## src/rtl/vn_pkg.sv

```systemverilog
// Shared widths for the vector normaliser pipeline.
// No dependencies; every rtl file uses it through scoped names.
package vn_pkg;

    localparam int COMP_BITS = 16;
    localparam int FRAC_BITS = 12;
    localparam int OUT_BITS  = FRAC_BITS + 2;
    localparam int SQ_BITS   = 2 * COMP_BITS;
    localparam int SUM_BITS  = 2 * COMP_BITS + 1;
    localparam int REM_BITS  = SUM_BITS + 1;
    localparam int ROOT_BITS = (SUM_BITS + 1) / 2;
    localparam int QUO_BITS  = FRAC_BITS + 1;
    localparam int DIVD_BITS = COMP_BITS + FRAC_BITS;
    localparam int CMP_BITS  = ROOT_BITS + QUO_BITS;
    localparam int LANES     = 3;
    localparam int SIDE_BITS = LANES * (COMP_BITS + 1);
    // square, sum, one stage per root bit, one per quotient bit, output
    localparam int STAGES    = 3 + ROOT_BITS + QUO_BITS;
    localparam int SQRT_BASE = 2;
    localparam int DIV_BASE  = SQRT_BASE + ROOT_BITS;

    typedef struct packed {
        logic                 neg;
        logic [COMP_BITS-1:0] mag;
    } comp_side_t;

endpackage

```

## src/rtl/vn_square_lane.sv

```systemverilog
// One component lane: magnitude, sign and square, registered.
// Depends on vn_pkg.
module vn_square_lane (
    input  logic                                clk,
    input  logic                                en,
    input  logic signed [vn_pkg::COMP_BITS-1:0] comp,
    output logic        [vn_pkg::COMP_BITS-1:0] mag,
    output logic                                neg,
    output logic        [vn_pkg::SQ_BITS-1:0]   sq
);

    logic [vn_pkg::COMP_BITS-1:0] mag_next;
    logic [vn_pkg::COMP_BITS-1:0] mag_reg;
    logic                         neg_reg;
    logic [vn_pkg::SQ_BITS-1:0]   sq_reg;

    // the most negative value keeps its full magnitude as unsigned
    assign mag_next = comp[vn_pkg::COMP_BITS-1] ? (~comp + 1'b1) : comp;

    always_ff @(posedge clk)
    begin
        if (en)
        begin
            mag_reg <= mag_next;
            neg_reg <= comp[vn_pkg::COMP_BITS-1];
            sq_reg  <= vn_pkg::SQ_BITS'(mag_next) * vn_pkg::SQ_BITS'(mag_next);
        end
    end

    assign mag = mag_reg;
    assign neg = neg_reg;
    assign sq  = sq_reg;

endmodule

```

## config.mk

```make
export PLATFORM = sky130hd
export DESIGN_NAME = vn_square_lane
export DESIGN_NICKNAME = d
export VERILOG_FILES = /design/src/rtl/vn_pkg.sv /design/src/rtl/vn_square_lane.sv
export SDC_FILE = /design/constraint.sdc
export NUM_CORES = 1
export LEC_CHECK = 0
export BUFFER_PORTS_ARGS = -buffer_cell sky130_fd_sc_hd__buf_2
export CORE_MARGIN = 1.5
export CORE_UTILIZATION = 68
export DETAILED_ROUTE_END_ITERATION = 8
export PLACE_DENSITY = 0.89
export REMOVE_ABC_BUFFERS = 1
export SYNTH_ARGS = -nofsm -noshare
export SYNTH_HDL_FRONTEND = slang
export SYNTH_SLANG_ARGS = --single-unit
```

## constraint.sdc

```tcl
create_clock -name clk -period 10.4 [get_ports clk]
set_input_delay 0 -clock clk [delete_from_list [all_inputs] [get_ports clk]]
set_output_delay 0 -clock clk [all_outputs]
set_load 0.02 [all_outputs]
```

==> results.txt <==
Detailed placer's ending HPWL - 18,000 um
Critical path capture point type - flip-flop
Average wire per cell in the routed design - 18.6 um
Critical path class - in -> reg
Post-detailed-route DRC marker count - 0
Register area share after synthesis - 0.155
Initial Utilization - 0.693
First-pass DRT Iterations - 5
Met3 usage - 0.0709
Arrival @ worst endpoint - 8.88 ns
Post-route antenna net violation count - 0
Final cell count without fillers - 1,188
Fin. Hold Viols - 0
Setup repair after global routing missed its margin - false
Die boundary height - 119 um
Largest fanout of any net on the critical path - 16
Initial antenna violation count - 1
CTS max path bufs - 2
Count of placed standard cells including taps - 1,179
Global route total overflow - 0
CP max-delay cell - sky130_fd_sc_hd__a211oi_1
Longest individual stage delay on the worst path - 0.87 ns
Starting DRT DRC Count - 639
Die area - 14,100 um2
Vias in the first global route - 7,603
Fraction of registers with async set/reset - 0
GRT Overall Usage - 0.336
Fin nets - 1,289
Flip-flop cell with the highest count after synthesis - sky130_fd_sc_hd__edfxtp_1
Relative area change from synthesis to final layout - 7.17%
Run status - completed
Mapped Cells - 950
Worst Hold Class - in -> reg
Antenna diodes - 0
Most frequent cell on the critical path - sky130_fd_sc_hd__inv_1
Total Neg Setup Slack - 0 ns
Required time of the critical path - 10.45 ns
Global Route met1 Usage - 0.372
Count of boundary I/O pins - 67
Kind of start point of the critical path - primary input
Most common cell after layout, fill and taps aside - sky130_fd_sc_hd__inv_1
Clock Pin Slew Worst Setup and Hold Paths - 0.07 ns
Clock buffer count from CTS - 5
Core region area - 13,100 um2
Floorplan row count - 42
Average instance area after synthesis - 9.59 um2
Count of synthesis-stage warnings from yosys - 0
Port Buf Inserts - 65
Final setup vio count - 0
Clk sink count - 47
Post-synth cell types - 61
Number of synthesized flops with an enable pin - 47
Global-route wire length before repair - 36,200 um
Routed wire length - 22,100 um
Pin count of the biggest net entering global routing - 48
Number of flip-flops in the largest register - 30
Final Wtd Congestion - 0.993
Number of filler cells placed in the layout - 907
Total count of max-transition violations in the final report - 0
Final period demand of the worst path - 8.83 ns
Final Cycle Share - 0.849
Commonest cells after routing, fill and taps aside - sky130_fd_sc_hd__inv_1, sky130_fd_sc_hd__fa_1, sky130_fd_sc_hd__ha_1
Worst-margin pin slew - 1.14 ns
Hold Worst Slack - 0.149 ns
Maximum clock frequency - 113 MHz
Max-cap viol count - 0
Number of vias in the routed layout - 6,920
Global routing met2 resource utilization - 0.591
Share of final-layout standard cells stronger than drive strength 1 - 0.0978
Clock Root Buffer - sky130_fd_sc_hd__clkbuf_16
Die Span X - 119 um
Clock H-tree levels - 2
Clock tree from TritonCTS - yes
Synthesized area - 9110 um2
Top Usage Layer GRT - met2
Drt via density - 5.82
Worst slew margin relative to its limit - 0.239
Post-synthesis sequential element count - 47
## final timing paths
kind                     start  endpoint  depth (start not counted)
worst max-delay path   comp[0]    sq[19]                         29
worst min-delay path  comp[15]       neg                          1
## kinds of logic after synthesis
group	Yosys count	share of synthesized area
AND/OR/NAND/NOR	200	0.0973
AO/OA/AOI/OAI	110	0.0846
buffers and inverters	285	0.120
adder cells (fa/ha/maj)	260	0.492
XOR/XNOR	46	0.0496
other	2	0.000825
flip-flops	47	0.155
## per-layer routing
layer,part of all wire,wire length (um),vias up
met5,0.00032,7,-
met4,0.069,1520,2
met3,0.081,1790,117
met2,0.52,11400,362
met1,0.33,7360,3394
li1,-,-,3045
## layout make-up
type | instances | area (um2) | area share
clock buffers | 6 | 129 | 0.0132
clock inverters | 2 | 17.5 | 0.00179
inverters | 259 | 972 | 0.0996
multi-input cells | 628 | 6650 | 0.681
flip-flops and latches | 47 | 1410 | 0.145
well taps | 176 | 220 | 0.0226
repair buffers | 70 | 365 | 0.0374
## stage by stage
stage	worst slack, ns	util	area, um2
after global routing	1.19	0.743	9760
final	1.57	0.743	9760
after detailed placement	2.10	0.731	9600
after global placement	2.47	0.731	9600
after CTS	1.75	0.743	9760
after floorplan	3.33	-	9020
## worst max-delay path, delay by kind of cell
kind	cells	cell delay, ns
XOR/XNOR	2	0.63
adder cells (fa/ha/maj)	8	3.74
AND/OR/NAND/NOR	1	0.23
buffers and inverters	12	2.09
AO/OA/AOI/OAI	6	2.16
## Yosys cell counts (all sizes together), types with 4 or more instances
cell type / count / area share
clkinv: 4 / 0.0016
o211ai: 6 / 0.0049
clkbuf: 20 / 0.0082
a21o: 16 / 0.013
xnor2: 27 / 0.029
ha: 96 / 0.13
nand3: 9 / 0.0049
nand4: 5 / 0.0034
nor3: 4 / 0.0022
o21bai: 4 / 0.0033
fa: 164 / 0.36
nand2: 84 / 0.036
edfxtp: 47 / 0.15
o31ai: 8 / 0.0081
a21oi: 29 / 0.016
o21a: 5 / 0.0041
nor2: 72 / 0.030
or3: 5 / 0.0034
buf: 6 / 0.0054
and3: 4 / 0.0027
inv: 255 / 0.11
o21ai: 14 / 0.0085
xor2: 19 / 0.021
## repair_timing
| item | CTS | global route |
|---|---|---|
| endpoints found under the hold margin | 1 | 0 |
| setup buffers | 0 | 0 |
| resized for setup | 0 | 0 |
| hold buffers | 1 | 0 |
Power is left out: the tool's default activity adds up to more than one toggle a clock period on the data nets, which glitch-free logic cannot reach.
