===== src/rtl/vn_pkg.sv =====
// Shared widths for the vector normaliser pipeline.
// No dependencies; every rtl file uses it through scoped names.
package vn_pkg;

    localparam int COMP_BITS = 16;
    localparam int FRAC_BITS = 12;
    localparam int OUT_BITS  = FRAC_BITS + 2;
    localparam int SQ_BITS   = 2 * COMP_BITS;
    localparam int SUM_BITS  = 2 * COMP_BITS + 1;
    localparam int REM_BITS  = SUM_BITS + 1;
    localparam int ROOT_BITS = (SUM_BITS + 1) / 2;
    localparam int QUO_BITS  = FRAC_BITS + 1;
    localparam int DIVD_BITS = COMP_BITS + FRAC_BITS;
    localparam int CMP_BITS  = ROOT_BITS + QUO_BITS;
    localparam int LANES     = 3;
    localparam int SIDE_BITS = LANES * (COMP_BITS + 1);
    // square, sum, one stage per root bit, one per quotient bit, output
    localparam int STAGES    = 3 + ROOT_BITS + QUO_BITS;
    localparam int SQRT_BASE = 2;
    localparam int DIV_BASE  = SQRT_BASE + ROOT_BITS;

    typedef struct packed {
        logic                 neg;
        logic [COMP_BITS-1:0] mag;
    } comp_side_t;

endpackage


===== src/rtl/vn_div_lane.sv =====
// Pipelined restoring divider lane: (mag << FRAC_BITS) / root, one quotient bit per stage.
// Depends on vn_pkg.
module vn_div_lane (
    input  logic                           clk,
    input  logic [vn_pkg::QUO_BITS-1:0]    en,
    input  logic [vn_pkg::COMP_BITS-1:0]   mag,
    input  logic                           neg,
    input  logic [vn_pkg::ROOT_BITS-1:0]   dvs,
    output logic [vn_pkg::QUO_BITS-1:0]    quo,
    output logic                           neg_out
);

    logic [vn_pkg::DIVD_BITS-1:0] rem_reg [vn_pkg::QUO_BITS];
    logic [vn_pkg::QUO_BITS-1:0]  q_reg   [vn_pkg::QUO_BITS];
    logic [vn_pkg::ROOT_BITS-1:0] dvs_reg [vn_pkg::QUO_BITS];
    logic                         neg_reg [vn_pkg::QUO_BITS];

    for (genvar s = 0; s < vn_pkg::QUO_BITS; s++)
    begin : g_stage
        localparam int B = vn_pkg::QUO_BITS - 1 - s;
        logic [vn_pkg::DIVD_BITS-1:0] rem_in;
        logic [vn_pkg::QUO_BITS-1:0]  q_in;
        logic [vn_pkg::ROOT_BITS-1:0] d_in;
        logic                         n_in;
        logic [vn_pkg::CMP_BITS-1:0]  shifted;
        logic [vn_pkg::CMP_BITS-1:0]  diff;
        logic                         take;

        if (s == 0)
        begin : g_first
            assign rem_in = vn_pkg::DIVD_BITS'(mag) << vn_pkg::FRAC_BITS;
            assign q_in   = '0;
            assign d_in   = dvs;
            assign n_in   = neg;
        end
        else
        begin : g_next
            assign rem_in = rem_reg[s-1];
            assign q_in   = q_reg[s-1];
            assign d_in   = dvs_reg[s-1];
            assign n_in   = neg_reg[s-1];
        end

        assign shifted = vn_pkg::CMP_BITS'(d_in) << B;
        assign take    = vn_pkg::CMP_BITS'(rem_in) >= shifted;
        assign diff    = vn_pkg::CMP_BITS'(rem_in) - shifted;

        always_ff @(posedge clk)
        begin
            if (en[s])
            begin
                rem_reg[s] <= take ? diff[vn_pkg::DIVD_BITS-1:0] : rem_in;
                q_reg[s]   <= take ? (q_in | (vn_pkg::QUO_BITS'(1) << B)) : q_in;
                dvs_reg[s] <= d_in;
                neg_reg[s] <= n_in;
            end
        end
    end

    // zero norm: every compare passes, so drop the quotient
    assign quo     = (dvs_reg[vn_pkg::QUO_BITS-1] == '0) ? '0 : q_reg[vn_pkg::QUO_BITS-1];
    assign neg_out = neg_reg[vn_pkg::QUO_BITS-1];

endmodule


===== config.mk =====
export PLATFORM = sky130hd
export DESIGN_NAME = vn_div_lane
export DESIGN_NICKNAME = d
export VERILOG_FILES = /design/src/rtl/vn_pkg.sv /design/src/rtl/vn_div_lane.sv
export SDC_FILE = /design/constraint.sdc
export NUM_CORES = 1
export LEC_CHECK = 0
export ABC_AREA = 1
export BUFFER_PORTS_ARGS = -buffer_cell sky130_fd_sc_hd__clkbuf_2
export CAP_MARGIN = 20
export CORE_MARGIN = 2
export CORE_UTILIZATION = 65
export CTS_BUF_LIST = sky130_fd_sc_hd__clkbuf_4 sky130_fd_sc_hd__clkbuf_8
export DETAILED_ROUTE_END_ITERATION = 6
export GPL_ROUTABILITY_DRIVEN = 0
export GPL_TIMING_DRIVEN = 1
export PLACE_DENSITY = 0.82
export SKIP_LAST_GASP = 1
export SLEW_MARGIN = 5
export SYNTH_ARGS = -nofsm -noshare
export SYNTH_HDL_FRONTEND = slang
export SYNTH_SLANG_ARGS = --single-unit

===== constraint.sdc =====
create_clock -name clk -period 2.9 [get_ports clk]
set_input_delay 0.87 -clock clk [delete_from_list [all_inputs] [get_ports clk]]
set_output_delay 0.87 -clock clk [all_outputs]
set_load 0.005 [all_outputs]

==> run metrics <==
met3 routing resource usage after global routing 5.11%; total via count in the routed design 32,700; initial antenna violation count 1; number of top-level design ports 62; leading area contributor after synthesis sky130_fd_sc_hd__edfxtp_1; netlist area before placement 38,300 sq um; Max stage delay cell, worst path sky130_fd_sc_hd__edfxtp_1; share of cells above drive strength 1 6.67%; met2 usage in global routing 53.5%; Power Total 36,400 uW; failing checks DRC, setup timing; most common flop cell mapped by yosys sky130_fd_sc_hd__edfxtp_1; Overflow after GRT 0; biggest area contributors in the synthesized netlist sky130_fd_sc_hd__edfxtp_1, sky130_fd_sc_hd__nand2_1, sky130_fd_sc_hd__inv_1, sky130_fd_sc_hd__ha_1, sky130_fd_sc_hd__nand3_1; clock skew 41.6 ps; TritonCTS Buffers 95; placeable core region 57,900 sq um; flip-flop count of the largest register, all copies and words added 258; Cell Rows 88; instance count of the mapped netlist 5,024; cells traversed along the worst timing path nor4_4, nand4_1, buf_6, nand2_4, inv_2, clkbuf_2; TritonCTS clock tree done; Clock Path Buffers 3; Yosys warning count 0; flip-flop and latch count after synthesis 583; final setup violation count 13; synthesized netlist net count 5,303; crit path capture type output pin; number of DRC violations after detailed routing 17; global-route usage over all layers 32.2%; buffer cell driving the clock tree root sky130_fd_sc_hd__clkbuf_8; top fanout value on the critical path 5; Post-CTS Hold Fix Bufs 0; clock slew at reported path FFs 60 ps; first-pass GRT wire length 154 mm; result of the run finished with violations; Least-Margin Pin Slew 793 ps; Post-synth EDFFs 583; post-route minimum period 2990 ps; worst hold slack 341 ps; die footprint 60,900 sq um; share of the synthesized area in the top cell type 45.7%; busiest layer in global routing met2; DP HPWL 74.6 mm; pin count of the biggest net entering global routing 58; biggest cell delay along the critical path 420 ps; DR WL/cell 16.1 um; number of distinct library cells after synthesis 44; CTS H-tree depth 3; leading cell type in the layout, fill and taps excluded sky130_fd_sc_hd__nand2_1; Net count, final 5,453; Buf/Inv on CP 3; post-synthesis average cell area 7.62 sq um; highest-count cells in the layout ignoring fill and taps sky130_fd_sc_hd__nand2_1, sky130_fd_sc_hd__inv_1, sky130_fd_sc_hd__edfxtp_1; worst-skew pair later-pin latency 730 ps; startpoint-to-endpoint class of the critical path reg2out; Final Hold Vio Count 0; worst slew slack as a fraction of its limit 47.1%; post-detailed-route count of antenna-violating nets 0; met1 layer usage reported by global route 42.4%; area growth from synthesis to final layout 8.51%; CP startpoint kind flip-flop; highest clock rate 334 MHz; IO buf count 61; Fillers 4,489; post-route fraction of the period consumed by the critical path 103%; TritonRoute pass-1 iters 7; die width 247 um; static power due to leakage 0.0212 uW; number of violations of the max-capacitance limit 0; Starting Density 66.1%; min-delay worst type in2reg; via count of the first global-routing pass 30,500; vertical die dimension 247 um; final number of max-transition violations 0; Total Routed Length 96.8 mm; Critical Path RT 2030 ps; worst path arrival time 2120 ps; DR vias/cell 5.44; maximum resistive drop on vdd 0.485 mV; Clock Sinks 583; flop-to-flop setup slack 300 ps; Crit path max-delay family simple AND/OR/NAND/NOR gates; first-iteration detailed-routing DRC count 3,122; final worst setup slack -94.9 ps; unrepaired setup endpoints after global routing true; proportion of synthesized flip-flops having asynchronous set or reset 0%; portion of the post-synthesis area used by sequential elements 45.7%; power density over the cells 876 nW/um^2
per-stage QoR:
step           cell area (sq um)  util [%]  setup WS (ps)  setup TNS (ps)  instances
2_1_floorplan              38300         -            389               0       5024
3_3_place_gp               39500      68.3            237               0       5842
3_5_place_dp               39500      68.3            104               0       5842
4_1_cts                    41500      71.7          -83.6            -767       6011
5_1_grt                    41500      71.7           -189           -2230       6012
6_report                   41500      71.7          -94.9            -765       6012
logic make-up (layout without fill, tap and decap cells):
| group | count (synthesis) | count (layout) | share of synthesized area, % |
|---|---|---|---|
| xor+xnor | 95 | 95 | 2.17 |
| flops | 583 | 583 | 45.7 |
| simple gates | 2894 | 2894 | 31.0 |
| other cells | 0 | 1 | 0 |
| buf+inv | 1014 | 1236 | 10.4 |
| fa+ha+maj | 231 | 231 | 7.78 |
| compound gates | 207 | 207 | 2.95 |
layer usage:
layer	vias up	share of wire [%]
met4	0	3.9
met3	267	9.0
met5	-	0
met1	14800	40
li1	16000	-
met2	1569	47
final cells by class:
| type | count | area, sq um | share of cell area, % |
|---|---|---|---|
| clock buffers | 111 | 1430 | 3.44 |
| multi-input cells | 3427 | 16800 | 40.5 |
| well taps | 765 | 957 | 2.30 |
| clock inverters | 58 | 524 | 1.26 |
| diodes | 1 | 2.50 | 0.00602 |
| inverters | 973 | 3660 | 8.80 |
| repair buffers | 94 | 623 | 1.50 |
| flip-flops and latches | 583 | 17500 | 42.1 |
Yosys cell counts, types with 21 or more instances:
library cell and number:
sky130_fd_sc_hd__nor2_1 340, sky130_fd_sc_hd__xor2_1 85, sky130_fd_sc_hd__nand3_1 307, sky130_fd_sc_hd__nand4_1 56
sky130_fd_sc_hd__a21oi_1 155, sky130_fd_sc_hd__nand3b_1 25, sky130_fd_sc_hd__inv_1 953, sky130_fd_sc_hd__o21ai_0 21
sky130_fd_sc_hd__ha_1 219, sky130_fd_sc_hd__edfxtp_1 583, sky130_fd_sc_hd__nor3_1 29, sky130_fd_sc_hd__nand2_1 2051
repair_timing:
| action | in CTS | in global routing |
|---|---|---|
| pin swaps | 2 | 0 |
| gates resized for setup | 9 | 8 |
| setup endpoints to repair | 13 | 13 |
| buffers inserted | 0 | 0 |
path summary, 6_finish.rpt:
check / start / endpoint / depth (start not counted)
setup / recovery: dvs_reg[3][12] / quo[10] / 6
hold / removal: neg / neg_reg[0][0] / 1
setup reg to reg: rem_reg[2][71] / rem_reg[2][105] / 11
hold reg to reg: q_reg[5][16] / q_reg[6][3] / 0
where the power goes:
part	leakage (uW)	total [uW]	internal (uW)	switching [uW]
clock	0.000999	7530	4090	3440
sequential	0.00565	13200	11700	1410
combinational	0.0146	15700	5250	10500
total	0.0212	36400	21100	15300
Note: power is estimated with default switching activity, not from simulation.
