**src/rtl/vn_pkg.sv**
```systemverilog
// Shared widths for the vector normaliser pipeline.
// No dependencies; every rtl file uses it through scoped names.
package vn_pkg;

    localparam int COMP_BITS = 16;
    localparam int FRAC_BITS = 12;
    localparam int OUT_BITS  = FRAC_BITS + 2;
    localparam int SQ_BITS   = 2 * COMP_BITS;
    localparam int SUM_BITS  = 2 * COMP_BITS + 1;
    localparam int REM_BITS  = SUM_BITS + 1;
    localparam int ROOT_BITS = (SUM_BITS + 1) / 2;
    localparam int QUO_BITS  = FRAC_BITS + 1;
    localparam int DIVD_BITS = COMP_BITS + FRAC_BITS;
    localparam int CMP_BITS  = ROOT_BITS + QUO_BITS;
    localparam int LANES     = 3;
    localparam int SIDE_BITS = LANES * (COMP_BITS + 1);
    // square, sum, one stage per root bit, one per quotient bit, output
    localparam int STAGES    = 3 + ROOT_BITS + QUO_BITS;
    localparam int SQRT_BASE = 2;
    localparam int DIV_BASE  = SQRT_BASE + ROOT_BITS;

    typedef struct packed {
        logic                 neg;
        logic [COMP_BITS-1:0] mag;
    } comp_side_t;

endpackage

```
**src/rtl/vn_isqrt.sv**
```systemverilog
// Pipelined floor square root, one root bit per stage, with sideband carried along.
// Depends on vn_pkg.
module vn_isqrt (
    input  logic                           clk,
    input  logic [vn_pkg::ROOT_BITS-1:0]   en,
    input  logic [vn_pkg::SUM_BITS-1:0]    radicand,
    input  logic [vn_pkg::SIDE_BITS-1:0]   side_in,
    output logic [vn_pkg::ROOT_BITS-1:0]   root,
    output logic [vn_pkg::SIDE_BITS-1:0]   side_out
);

    logic [vn_pkg::REM_BITS-1:0]  rem_reg  [vn_pkg::ROOT_BITS];
    logic [vn_pkg::ROOT_BITS-1:0] q_reg    [vn_pkg::ROOT_BITS];
    logic [vn_pkg::SIDE_BITS-1:0] side_reg [vn_pkg::ROOT_BITS];

    for (genvar s = 0; s < vn_pkg::ROOT_BITS; s++)
    begin : g_stage
        localparam int B = vn_pkg::ROOT_BITS - 1 - s;
        logic [vn_pkg::REM_BITS-1:0]  rem_in;
        logic [vn_pkg::ROOT_BITS-1:0] q_in;
        logic [vn_pkg::SIDE_BITS-1:0] sd_in;
        logic [vn_pkg::REM_BITS-1:0]  trial;
        logic                         take;

        if (s == 0)
        begin : g_first
            assign rem_in = vn_pkg::REM_BITS'(radicand);
            assign q_in   = '0;
            assign sd_in  = side_in;
        end
        else
        begin : g_next
            assign rem_in = rem_reg[s-1];
            assign q_in   = q_reg[s-1];
            assign sd_in  = side_reg[s-1];
        end

        // (q + 2^B)^2 - q^2 = q*2^(B+1) + 4^B
        assign trial = (vn_pkg::REM_BITS'(q_in) << (B + 1))
                     + (vn_pkg::REM_BITS'(1) << (2 * B));
        assign take  = rem_in >= trial;

        always_ff @(posedge clk)
        begin
            if (en[s])
            begin
                rem_reg[s]  <= take ? rem_in - trial : rem_in;
                q_reg[s]    <= take ? (q_in | (vn_pkg::ROOT_BITS'(1) << B)) : q_in;
                side_reg[s] <= sd_in;
            end
        end
    end

    assign root     = q_reg[vn_pkg::ROOT_BITS-1];
    assign side_out = side_reg[vn_pkg::ROOT_BITS-1];

endmodule

```
**config.mk**
```make
export PLATFORM = sky130hd
export DESIGN_NAME = vn_isqrt
export DESIGN_NICKNAME = d
export VERILOG_FILES = /design/src/rtl/vn_pkg.sv /design/src/rtl/vn_isqrt.sv
export SDC_FILE = /design/constraint.sdc
export NUM_CORES = 1
export LEC_CHECK = 0
export BUFFER_PORTS_ARGS = -buffer_cell sky130_fd_sc_hd__buf_2
export CORE_MARGIN = 2
export CORE_UTILIZATION = 55
export CTS_CLUSTER_DIAMETER = 30
export DETAILED_ROUTE_END_ITERATION = 6
export PLACE_DENSITY = 0.7
export SYNTH_ARGS = -nofsm -noshare
export SYNTH_HDL_FRONTEND = slang
export SYNTH_SLANG_ARGS = --single-unit
```
**constraint.sdc**
```tcl
create_clock -name clk -period 4 [get_ports clk]
set_input_delay 0.2 -clock clk [delete_from_list [all_inputs] [get_ports clk]]
set_output_delay 0.2 -clock clk [all_outputs]
set_load 0.005 [all_outputs]
```
==> impl_metrics.csv, run 1 <==
group,metric,value,unit
drt,drt.antenna.violating_nets,0,
setup_path,cp_data_arrival_time,3820,ps
timing,fmax,302,MHz
clocking,htreeDepth,5,
drt,dr.pass1.iters,6,
clocking,cts-root-buf,"clkbuf_16",
setup_path,end_kind,"flip-flop",
grt,track_usage,21.4,%
synthesis,yosysTopAreaCell,"edfxtp_1",
floorplan,fp-row-count,120,
worst_hold_path,min-delay-start,"en[5]",
setup_path,crit_path_max_fanout,5,
timing,relSlewSlack,18.5,%
clocking,cts_setup_buffers,0,
clocking,cts_buffer_depth,4,
finish,fillers,6903,
finish,seq_area,47000,um^2
drt,drt_wl_total,115000,um
timing,timing.setup.tns,0,ps
finish,final_area,71700,um^2
worst_hold_path,hold_class,"in2reg",
floorplan,die_area,110000,um^2
pwr,power_per_cell_area,647,nW/um^2
setup_path,cpMaxStageDelayCell,"a2111oi_0",
clocking,cts_tree,"built",
setup_path,worst-path-buf-inv,2,
synthesis,seq_area_frac_synth,79.4,%
place,dp_hpwl,67700,um
clocking,cts.sinks,1564,
setup_path,rr_startpoint,"rem_reg[0][480]",
synthesis,postSynthCellCount,3423,
finish,multi_input_area,11200,um^2
place,place_ws,763,ps
finish,fin_util,67.1,%
finish,layout-drive-gt1-share,16.6,%
place,portBuffers,169,
floorplan,start_util,55.3,%
drt,dr_total_vias,30300,
setup_path,crit_top_cell,"buf_4",
finish,areaGrowthSynthToFinish,21.3,%
grt,grt_pass1_vias,31800,
setup_path,critical_path.startpoint_type,"flip-flop",
setup_path,critical_path_class,"reg2reg",
synthesis,synthTopCellsByArea,"edfxtp_1 (79%), ha_1 (3.5%), xnor2_1 (1.6%), xor2_1 (1.6%), inv_1 (1.2%)",
timing,finalHoldViolCount,0,
pwr,p_leak,26.4,nW
synthesis,syn_avg_cell_area,17.3,um^2
synthesis,ys_async_sr_fraction,0,%
synthesis,synthFlopType,"edfxtp_1",
floorplan,dieHeight,332,um
finish,largest_reg_flops,867,
drt,viasPerCell,5.44,
setup_path,crit_family,"compound AO/OA/AOI/OAI gates",
timing,setup_viol,0,
flow_run,max-cap-violations,0,
grt,grt_max_degree,90,
timing,finalCritPeriodShare,82.7,%
place,gp_congestion,0.898,
run_status,status,"complete, no violations",
grt,grt.overflow.total,0,
finish,final_nets,4238,
clocking,clkLatencyLatePin,860,ps
timing,period_needed,3310,ps
floorplan,core-area,107000,um^2
place,dpl_cell_area,61900,um^2
timing,rsz0062_at_grt,"false",
clocking,cts_buffers,279,
clocking,clk_pin_slew,50,ps
setup_path,cp.required,4510,ps
timing,whs,47.5,ps
pwr,ir_drop,0.715,mV
synthesis,syn_area,59100,um^2
synthesis,synth_edf_count,1564,
synthesis,ys_ff_latch,1564,
grt,antenna_found_initial,5,
timing,drv_slew,0,
timing,skew,74.4,ps
timing,worst_pin_slew,1210,ps
synthesis,synth_top_area_share,79.4,%
synthesis,yosys_warnings,0,
setup_path,slowest_delay,700,ps
setup_path,cp-startpoint,"rem_reg[0][480]",
grt,grt_pass1_wl,181000,um
drt,drt_iter0_drc,2316,
floorplan,die_x,332,um
synthesis,ys_top_cells_by_count,"edfxtp_1 (1564), inv_1 (194), ha_1 (166)",
floorplan,ios,170,
synthesis,ys_types,81,
setup_path,cp_cell_sequence,"ha_1 > nor2b_1 > o31ai_1 > a2bb2oi_1 > buf_4 > a211oi_2 > buf_4 > o21bai_1 > a2111oi_0 > xor2_1",
drt,drc,0,
synthesis,yosysMostFrequentCell,"edfxtp_1",
timing,fin_ws,691,ps
drt,wire_per_inst,20.7,um
==> per-stage QoR <==
| stage | std cells | power [mW] |
|---|---|---|
| after floorplan | 3424 | 22.9 |
| after global placement | 4994 | 24.2 |
| after detailed placement | 4994 | 24.3 |
| after CTS | 5568 | 46.7 |
| after global routing | 5571 | 48.1 |
| final | 5571 | 46.4 |
==> cells in the final DEF, fill, tap and decap left out, types with 12 or more instances in the layout <==
master and count:
xnor2_1 110, a211oi_1 17, nand2_1 140, edfxtp_1 1564
clkinv_4 23, bufinv_16 22, a21o_1 36, ha_1 166
o31ai_1 22, clkinv_1 32, clkbuf_16 280, and2_1 12
buf_2 153, a21oi_1 121, nor3_1 64, inv_6 35
clkbuf_1 24, clkinv_2 28, nand3_1 44, inv_1 194
buf_4 57, mux2_2 27, nor4b_1 12, nor2b_1 23
a31oi_1 13, o211ai_1 12, or3_1 32, nand4_1 43
dlygate4sd3_1 98, nor4_1 87, or4_1 16, nand2b_1 43
xor2_1 110, o21a_1 36, o21ai_0 131, nor2_1 152
clkinvlp_4 21
==> power breakdown <==
part | switching, mW | internal (mW)
clock | 7.92 | 14.3
combinational | 2.08 | 1.47
sequential | 0.871 | 19.8
==> layout make-up <==
type / instances / share of cell area [%]
Tap cell: 1403 / 2.45
Multi-Input combinational cell: 1619 / 15.6
Sequential cell: 1564 / 65.5
Inverter: 195 / 1.02
Antenna cell: 3 / 0.0105
Clock buffer: 304 / 9.89
Timing Repair Buffer: 311 / 3.11
Clock inverter: 172 / 2.43
==> worst register-to-register path, delay by kind of cell (launching register included) <==
family,cells,cell delay [ps]
adders and majority gates,1,390
and+or+nand+nor,1,170
DFF,1,410
xor gates and xnor gates,1,130
buffers and inverters,2,360
AOI/OAI and AO/OA,5,1540
==> worst paths after layout <==
kind | to | slack (ps) | depth (start not counted)
worst min register to register | side_reg[3][189] | 360 | 0
worst max register to register | rem_reg[0][536] | 690 | 10
worst max-delay path | rem_reg[0][536] | 690 | 10
worst min-delay path | side_reg[1][95] | 50 | 1
==> layer usage <==
metal | vias to the layer above | global-route usage [%] | share of wire [%]
met5 | - | 0 | 0
met4 | 0 | 9.34 | 3.7
met3 | 271 | 4.06 | 4.7
met2 | 926 | 37.6 | 52
met1 | 14800 | 25.7 | 39
li1 | 14400 | - | -
==> cells by family (layout without fill, tap and decap cells) <==
| group | after synthesis | count (layout) | share of synthesized area (%) |
|---|---|---|---|
| flops | 1564 | 1564 | 79.4 |
| simple gates | 734 | 734 | 6.61 |
| compound gates | 463 | 463 | 4.93 |
| buf+inv | 241 | 982 | 1.63 |
| xor+xnor | 220 | 220 | 3.26 |
| fa+ha+maj | 166 | 166 | 3.51 |
| mux | 34 | 34 | 0.635 |
| other cells | 1 | 5 | 0.00634 |
==> timing repair <==
| item | 4_1_cts | 5_1_grt |
|---|---|---|
| hold buffers | 98 | 0 |
| setup endpoints to repair | 0 | 0 |
| resized for setup | 0 | 0 |
| endpoints found under the hold margin | 520 | 0 |
(Power assumes the default switching activity.)
==> run 2, diff against run 1 <==
- PLACE_DENSITY: 0.7 -> 0.73
- clock period: 4 -> 2.9 ns (I/O delays scaled with it)
==> run 2 against run 1 <==
Net effect: die area stayed put; utilization is 2.7 points higher; sequential power is 37% higher; clock power is 43% higher; clock-buffer cell count is 17 higher; first-iteration DRC count is 27% lower; design area is 4.0% higher; combinational power is 57% higher; fmax is 15% higher; critical path type unchanged; critical endpoint is now rem_reg[0][501]; largest cell class unchanged.
==> impl_metrics.csv, run 2 (synthesized netlist as in run 1, its figures left out) <==
group,metric,value,unit
drt,wire_per_inst,19.1,um
setup_path,crit_path_max_fanout,5,
grt,grt.overflow.total,0,
drt,drc,0,
timing,drv_slew,0,
worst_hold_path,hold_class,"in2reg",
timing,worst_pin_slew,801,ps
drt,drt_iter0_drc,1692,
finish,layout-drive-gt1-share,20.1,%
finish,largest_reg_flops,867,
grt,grt_pass1_wl,173000,um
floorplan,start_util,55.3,%
timing,relSlewSlack,45.2,%
pwr,p_leak,27.7,nW
run_status,status,"complete, no violations",
clocking,cts_buffer_depth,4,
grt,antenna_found_initial,2,
floorplan,ios,170,
timing,fmax,348,MHz
timing,setup_viol,0,
place,dp_hpwl,68900,um
floorplan,die_area,110000,um^2
place,dp_cells,5117,
floorplan,fp-row-count,120,
drt,drt_wl_total,111000,um
finish,areaGrowthSynthToFinish,26.1,%
clocking,clk_pin_slew,50,ps
setup_path,cp_data_arrival_time,3420,ps
worst_hold_path,whs_path_depth,2,
timing,period_needed,2870,ps
clocking,cts-root-buf,"clkbuf_16",
setup_path,end_kind,"flip-flop",
drt,drt.antenna.violating_nets,0,
floorplan,dieHeight,332,um
flow_run,max-cap-violations,0,
clocking,clkLatencyLatePin,840,ps
pwr,ir_drop,0.778,mV
finish,seq_area,47000,um^2
place,gp_congestion,0.932,
timing,timing.setup.tns,0,ps
clocking,htreeDepth,5,
clocking,cts_tree,"built",
timing,finalHoldViolCount,0,
setup_path,critical_path_class,"reg2reg",
place,portBuffers,169,
place,dpl_cell_area,63100,um^2
grt,grt_max_degree,74,
pwr,power_per_cell_area,881,nW/um^2
finish,layout_common_cells,"edfxtp_1 (1564), clkbuf_16 (291), inv_1 (194)",
finish,fin_util,69.8,%
finish,final_area,74600,um^2
setup_path,cp.required,3450,ps
grt,grt_pass1_vias,33100,
clocking,cts_buffers,289,
drt,dr_total_vias,31000,
timing,skew,52.8,ps
grt,track_usage,20.2,%
finish,multi_input_area,11500,um^2
setup_path,critical_path.startpoint_type,"flip-flop",
finish,mostFrequentLayoutCell,"edfxtp_1",
setup_path,ff2ff_path_depth,9,
clocking,cts.sinks,1564,
finish,fin_cells,5809,
floorplan,core-area,107000,um^2
timing,finalCritPeriodShare,99.0,%
drt,dr.pass1.iters,5,
finish,fillers,6674,
finish,final_nets,4461,
floorplan,die_x,332,um
drt,viasPerCell,5.34,
[run 2: final timing paths]
kind / to / slack (ps) / start
worst max-delay path: rem_reg[0][501] / 30 / rem_reg[0][452]
worst min-delay path: side_reg[0][37] / 70 / side_in[37]
worst max register to register: rem_reg[0][501] / 30 / rem_reg[0][452]
worst min register to register: side_reg[1][146] / 380 / side_reg[1][95]
[run 2: timing repair]
item,in CTS,in global routing
setup endpoints to repair,37,81
hold buffers,184,0
hold endpoints to repair,1040,0
buffers inserted,2,1
resized for setup,6,57
cloned,0,1
pin swaps,2,4
[run 2: where the power goes]
part,switching (mW),internal [mW],total [mW]
Combinational,3.09,2.50,5.59
Sequential,1.09,27.3,28.4
Clock,10.9,20.8,31.7
[run 2: cell type report]
class	count	area share [%]
multi-input combinational	1619	15.4
clock buffer	321	9.91
timing repair buffer	524	5.80
clock inverter	182	2.59
inverter	195	0.981
tap	1403	2.35
antenna	1	0.00335
sequential	1564	63.0
[run 2: per-layer routing]
metal / track usage, % / wire length, um
met5: 0 / 13
met4: 11.6 / 5410
met3: 4.22 / 4650
met2: 38.0 / 60500
met1: 20.6 / 40100
[run 2: worst max-delay path, stage by stage (launching register included)]
cell	delay, ps
edfxtp_1	420
ha_1	380
a21oi_1	200
o21ai_0	180
a2111oi_0	490
a21oi_1	140
buf_4	170
nand2_1	150
nor4b_1	340
xor2_1	110
[run 2: through the flow]
step	total power, mW	worst slack, ps	hold slack, ps
after floorplan	31.6	219	244
after global placement	33.8	-215	322
after detailed placement	34.0	-291	323
after CTS	66.1	7.39	7.04
after global routing	68.1	-31.9	38.3
final	65.7	28.0	66.3
